### src/design/rlz_pkg.sv
// ---------------------------------------------------------------------------
// rlz_pkg: shared types and constants for the RefPack decompressor
// Holds the command decode constants, the parser phase type and the
// control and status structures between the sequencer and the packer.
// ---------------------------------------------------------------------------
package rlz_pkg;

  // Number of bytes that one result word carries.
  localparam int unsigned RES_BYTES = 32;

  // Header length in bytes, and the bytes holding the stream length.
  localparam logic [3:0] HDR_LEN      = 4'd9;
  localparam logic [3:0] HDR_LEN_END  = 4'd4;
  localparam logic [3:0] HDR_SIZE_BEG = 4'd6;

  // Command byte ranges.
  localparam logic [7:0] CMD_LIT_SHORT = 8'hFC;
  localparam logic [7:0] CMD_LIT_LONG  = 8'hE0;
  localparam logic [7:0] CMD_FORM_TWO  = 8'h80;
  localparam logic [7:0] CMD_FORM_FOUR = 8'hC0;
  localparam logic [4:0] LIT_LONG_MASK = 5'h1F;
  localparam logic [10:0] FAR_LEN_BIAS = 11'h005;

  // Saturation value of the consumed byte counter.
  localparam logic [31:0] CONSUMED_MAX = 32'hFFFF_FFFF;

  // Parser phase: command awaited, command bytes still due, literals due.
  typedef enum logic [2:0] {
    PH_CMD   = 3'd0,
    PH_ONE   = 3'd1,
    PH_TWO   = 3'd2,
    PH_THREE = 3'd3,
    PH_LIT   = 3'd4
  } phase_t;

  // Requests from the sequencer to the packer.
  typedef struct packed {
    logic push;
    logic flush;
    logic last;
    logic bad;
    logic done;
  } pk_ctrl_t;

  // Packer status seen by the sequencer.
  typedef struct packed {
    logic full;
    logic out_free;
  } pk_stat_t;

endpackage

### src/design/rlz_packer.sv
// ---------------------------------------------------------------------------
// rlz_packer: gathers output bytes into 32-byte result words
// Bytes are pushed one at a time; a flush moves the gathered word to the
// output register, which parts the sequencer from the receiver.
// ---------------------------------------------------------------------------
module rlz_packer (
  input  logic              clk,
  input  logic              rst_n,
  input  rlz_pkg::pk_ctrl_t ctrl,
  input  logic [7:0]        push_byte,
  output rlz_pkg::pk_stat_t stat,
  output logic              out_tvalid,
  input  logic              out_tready,
  output logic [263:0]      out_tdata,
  output logic              out_tlast,
  output logic [1:0]        out_tuser
);

  logic [255:0] hold_r;
  logic [5:0]   cnt_r;
  logic         ov_r;
  logic [255:0] obytes_r;
  logic [5:0]   ocnt_r;
  logic         olast_r;
  logic         obad_r;
  logic         odone_r;

  assign stat.full     = (cnt_r == 6'(rlz_pkg::RES_BYTES));
  assign stat.out_free = !ov_r || out_tready;

  // Gathering register and output valid.
  always_ff @(posedge clk) begin
    if (!rst_n) begin
      hold_r <= '0;
      cnt_r  <= '0;
      ov_r   <= 1'b0;
    end else begin
      if (ctrl.flush) begin
        hold_r <= '0;
        cnt_r  <= '0;
        ov_r   <= 1'b1;
      end else begin
        if (out_tready) begin
          ov_r <= 1'b0;
        end
        if (ctrl.push) begin
          hold_r[{cnt_r[4:0], 3'b000} +: 8] <= push_byte;
          cnt_r <= cnt_r + 6'd1;
        end
      end
    end
  end

  // Output payload, loaded on a flush.
  always_ff @(posedge clk) begin
    if (ctrl.flush) begin
      obytes_r <= hold_r;
      ocnt_r   <= cnt_r;
      olast_r  <= ctrl.last;
      obad_r   <= ctrl.bad;
      odone_r  <= ctrl.done;
    end
  end

  assign out_tvalid = ov_r;
  assign out_tdata  = {2'b00, ocnt_r, obytes_r};
  assign out_tlast  = olast_r;
  assign out_tuser  = {obad_r, odone_r};

endmodule

### config.mk
export PLATFORM = sky130hd
export DESIGN_NAME = rlz_packer
export DESIGN_NICKNAME = d
export VERILOG_FILES = /design/src/design/rlz_pkg.sv /design/src/design/rlz_packer.sv
export SDC_FILE = /design/constraint.sdc
export NUM_CORES = 1
export LEC_CHECK = 0
export CAP_MARGIN = 20
export CELL_PAD_IN_SITES_DETAIL_PLACEMENT = 0
export CELL_PAD_IN_SITES_GLOBAL_PLACEMENT = 2
export CORE_MARGIN = 2
export CORE_UTILIZATION = 40
export DETAILED_ROUTE_END_ITERATION = 8
export DONT_BUFFER_PORTS = 1
export PLACE_DENSITY = 0.76
export SYNTH_ARGS = -nofsm -noshare
export SYNTH_HDL_FRONTEND = slang
export SYNTH_SLANG_ARGS = --single-unit
### constraint.sdc
create_clock -name clk -period 4 [get_ports clk]
set_clock_uncertainty 0.15 [all_clocks]
set_input_delay 1 -clock clk [delete_from_list [all_inputs] [get_ports clk]]
set_output_delay 1 -clock clk [all_outputs]
set_load 0.005 [all_outputs]
==> results.txt <==
----------------------------------------------------
[Synthesis]
  Syn Inst Count ... 1267
  Number of synthesized register bits ... 528
  Warnings from Yosys ... 0
  Sequential-to-total area share from yosys stat ... 0.726
  Dominant synthesized flop cell ... edfxtp_1
  Number of synthesized flops with an enable pin ... 265
  Count of distinct cell types in the synthesized netlist ... 41
  Mean instance size in the synthesized netlist ... 14.4 um^2
  Asr flop ratio synth ... 0
  Post-Syn Area ... 18200 um^2

[Timing]
  Headroom to the max-slew limit ... 0.333
  RSZ-0062 raised after global routing ... false
  Share of the clock period used by the worst path after layout ... 0.889
  Hold slack ... 0.274 ns
  Final worst path period need ... 3.56 ns
  Max frequency ... 281 MHz
  Worst Max-Slew Pin Slew ... 1.00 ns
  Hold Vio Cnt, Final ... 0
  TNS Setup ... 0 ns
  Worst path setup slack after routing ... 0.443 ns
  Final setup violation count ... 0
  Total count of max-transition violations in the final report ... 0

[Final layout]
  Share of the core filled with cells ... 0.456
  Area used by multi-input combinational logic ... 4700 um^2
  Signed area change from the synthesized netlist to the final layout ... 13.1%
  Commonest non-fill, non-tap cell in the layout ... nand2_1
  Storage element area ... 13200 um^2
  Number of antenna diodes ... 0
  Commonest cells after routing, fill and taps aside ... nand2_1 (289), edfxtp_1 (265), dfxtp_1 (263), mux2i_1 (257), clkbuf_16 (55)
  Fraction of layout cells with a size suffix above 1 ... 0.105
  Filler cells ... 3974
  Final Net Count ... 1297

[Clock network]
  Number of buffers inserted during clock tree synthesis ... 54
  Longest Clk Path Bufs ... 3
  Htree depth ... 2
  CTS root buf ... clkbuf_16
  Later-pin clock latency in the skew report ... 0.59 ns
  Number of sinks on the clock net ... 528
  Setup bufs post-CTS ... 0
  Worst-path clk slew ... 0.07 ns
  CTS tree ... built
  Number of buffers added to fix hold violations after cts ... 0
  Post-cts sizing count ... 0

[Floorplan]
  Width of the die ... 217 um
  Boundary Pins ... 286
  Die area ... 47200 um^2
  Initial core utilization ... 0.403
  Core region area ... 45200 um^2
  Height of the chip ... 217 um
  Placement Rows ... 78

[Setup path]
  Sort of element at the start of the critical path ... flop
  Largest fanout on the critical path ... 14
  Required time worst endpoint ... 2.85 ns
  Worst path arrival time ... 2.41 ns
  FF-to-FF End ... hold_r[37]
  Kind of end point of the critical path ... output port
  Origin of the worst setup path ... cnt_r[0]
  Worst R2R Start ... cnt_r[0]
  Class of the most critical setup path ... flop to output port
  Reg2Reg Setup Slack ... 0.86 ns
  Number of cells traversed by the worst register-to-register path ... 6

[Placed design]
  RD Place Congestion ... 0.746
  Port Buffers ... 0
  Minimum setup slack after placement ... 0.840 ns
  Post-detailed-placement half-perimeter wirelength ... 27.3 mm

[Routing]
  Detailed Route Iter0 Violations ... 570
  Per-cell routed wire length ... 22.3 um
  TritonRoute pass-1 iters ... 5
  Antenna Nets Post-Route ... 0
  Routed Wire Length ... 42.8 mm
  Post-DR vias/cell ... 4.99
  Post-route DRC violation count ... 0
  Vias ... 9587

[Flow run]
  Max_cap viols ... 0

[Power and ir drop]
  Ratio of total power to cell area ... 530 nW/um^2
  Leak Pwr ... 8.76 nW
  Peak ir drop on the vdd network ... 0.408 mV

[GRT]
  Initial antenna violation count ... 0
  Maximum number of pins on one net before global-route repair ... 269
  First-pass GRT wire length ... 62.8 mm
  Global Route Usage Sum ... 0.179
  Remaining global-route overflow ... 0
  Number of global-route vias before repair ... 9586

[Min path]
  Hold crit path type ... flop to flop
  Worst Min Path Start ... hold_r[174]
  Number of cells on the worst hold path ... 0
  End of the worst hold path ... obytes_r[174]

[Outcome]
  Outcome ... finished, final reports clean

----------------------------------------------------
## state kept, by name (all words and copies together) (netlist names)
register,count
obytes_r,256
out_tlast,1
obad_r,1
out_tvalid,1
hold_r,256
odone_r,1
ocnt_r,6
cnt_r,6
## synth_stat cells (3+ instances only)
cell type	count	share of area
nand3_2	6	0.0033
inv_1	6	0.0012
nor2_1	16	0.0033
buf_2	15	0.0041
o2111ai_4	3	0.0043
xnor2_1	4	0.0019
clkbuf_1	38	0.0078
nand2_1	289	0.060
nand4_2	6	0.0041
buf_1	9	0.0019
dfxtp_1	263	0.29
nor3b_1	4	0.0016
o21ai_2	3	0.0014
a21oi_1	4	0.0011
nand2b_1	5	0.0017
nand4_1	26	0.0089
mux2i_1	258	0.14
o2111ai_2	3	0.0025
edfxtp_1	265	0.44
o211ai_2	6	0.0041
buf_4	4	0.0016
ha_1	5	0.0034
and3_1	3	0.0010
## per-layer routing
| layer | global-route usage | routed length [um] | vias to the layer above |
|---|---|---|---|
| li1 | - | - | 4515 |
| met1 | 0.233 | 18900 | 4789 |
| met2 | 0.285 | 20000 | 228 |
| met3 | 0.0612 | 2980 | 55 |
| met4 | 0.0486 | 891 | 0 |
| met5 | 0 | 0 | - |
## power breakdown
| group | internal, W | switching, W | total [W] |
|---|---|---|---|
| combinational | 0.0000357 | 0.000109 | 0.000145 |
| clock | 0.00289 | 0.00204 | 0.00493 |
| sequential | 0.00577 | 0.0000710 | 0.00584 |
| total | 0.00869 | 0.00222 | 0.0109 |
## how the worst max path moves through the flow
stage | cells after the start | end
finish | 5 | stat[1]
global route | 5 | stat[1]
CTS | 5 | stat[1]
detailed placement | 6 | hold_r[37]
global placement | 6 | hold_r[33]
floorplan | 8 | hold_r[232]
## stage by stage
step / area, um^2 / power [W] / instances
finish: 20600 / 0.0109 / 1921
global route: 20600 / 0.0113 / 1921
CTS: 20600 / 0.0110 / 1921
detailed placement: 18800 / 0.00611 / 1820
global placement: 18800 / 0.00611 / 1820
floorplan: 18200 / 0.00605 / 1268
## area by class of cell
type / count / share of cell area
sequential: 528 / 0.642
multi-input combinational: 667 / 0.228
clock buffer: 77 / 0.0752
tap: 600 / 0.0364
clock inverter: 24 / 0.00984
timing repair buffer: 19 / 0.00753
inverter: 6 / 0.00109
## logic make-up (layout without fill, tap and decap cells)
group                      count (synthesis)  after routing  synth area share
and+or+nand+nor                          367            367            0.0889
buffers and inverters                     73            126            0.0173
AOI/OAI and AO/OA                         29             29            0.0192
other                                      1              2          0.000206
DFF                                      528            528             0.726
adders and majority gates                  5              5           0.00344
muxes                                    258            258             0.142
xor gates and xnor gates                   6              6           0.00289
## worst max-delay path: stages, from the launching register on
cell,delay [ns]
dfxtp_1,0.60
inv_1,0.18
ha_1,0.39
nor3b_1,0.21
buf_4,0.19
and3_1,0.24
No activity file was read; power rests on OpenSTA's default activity.
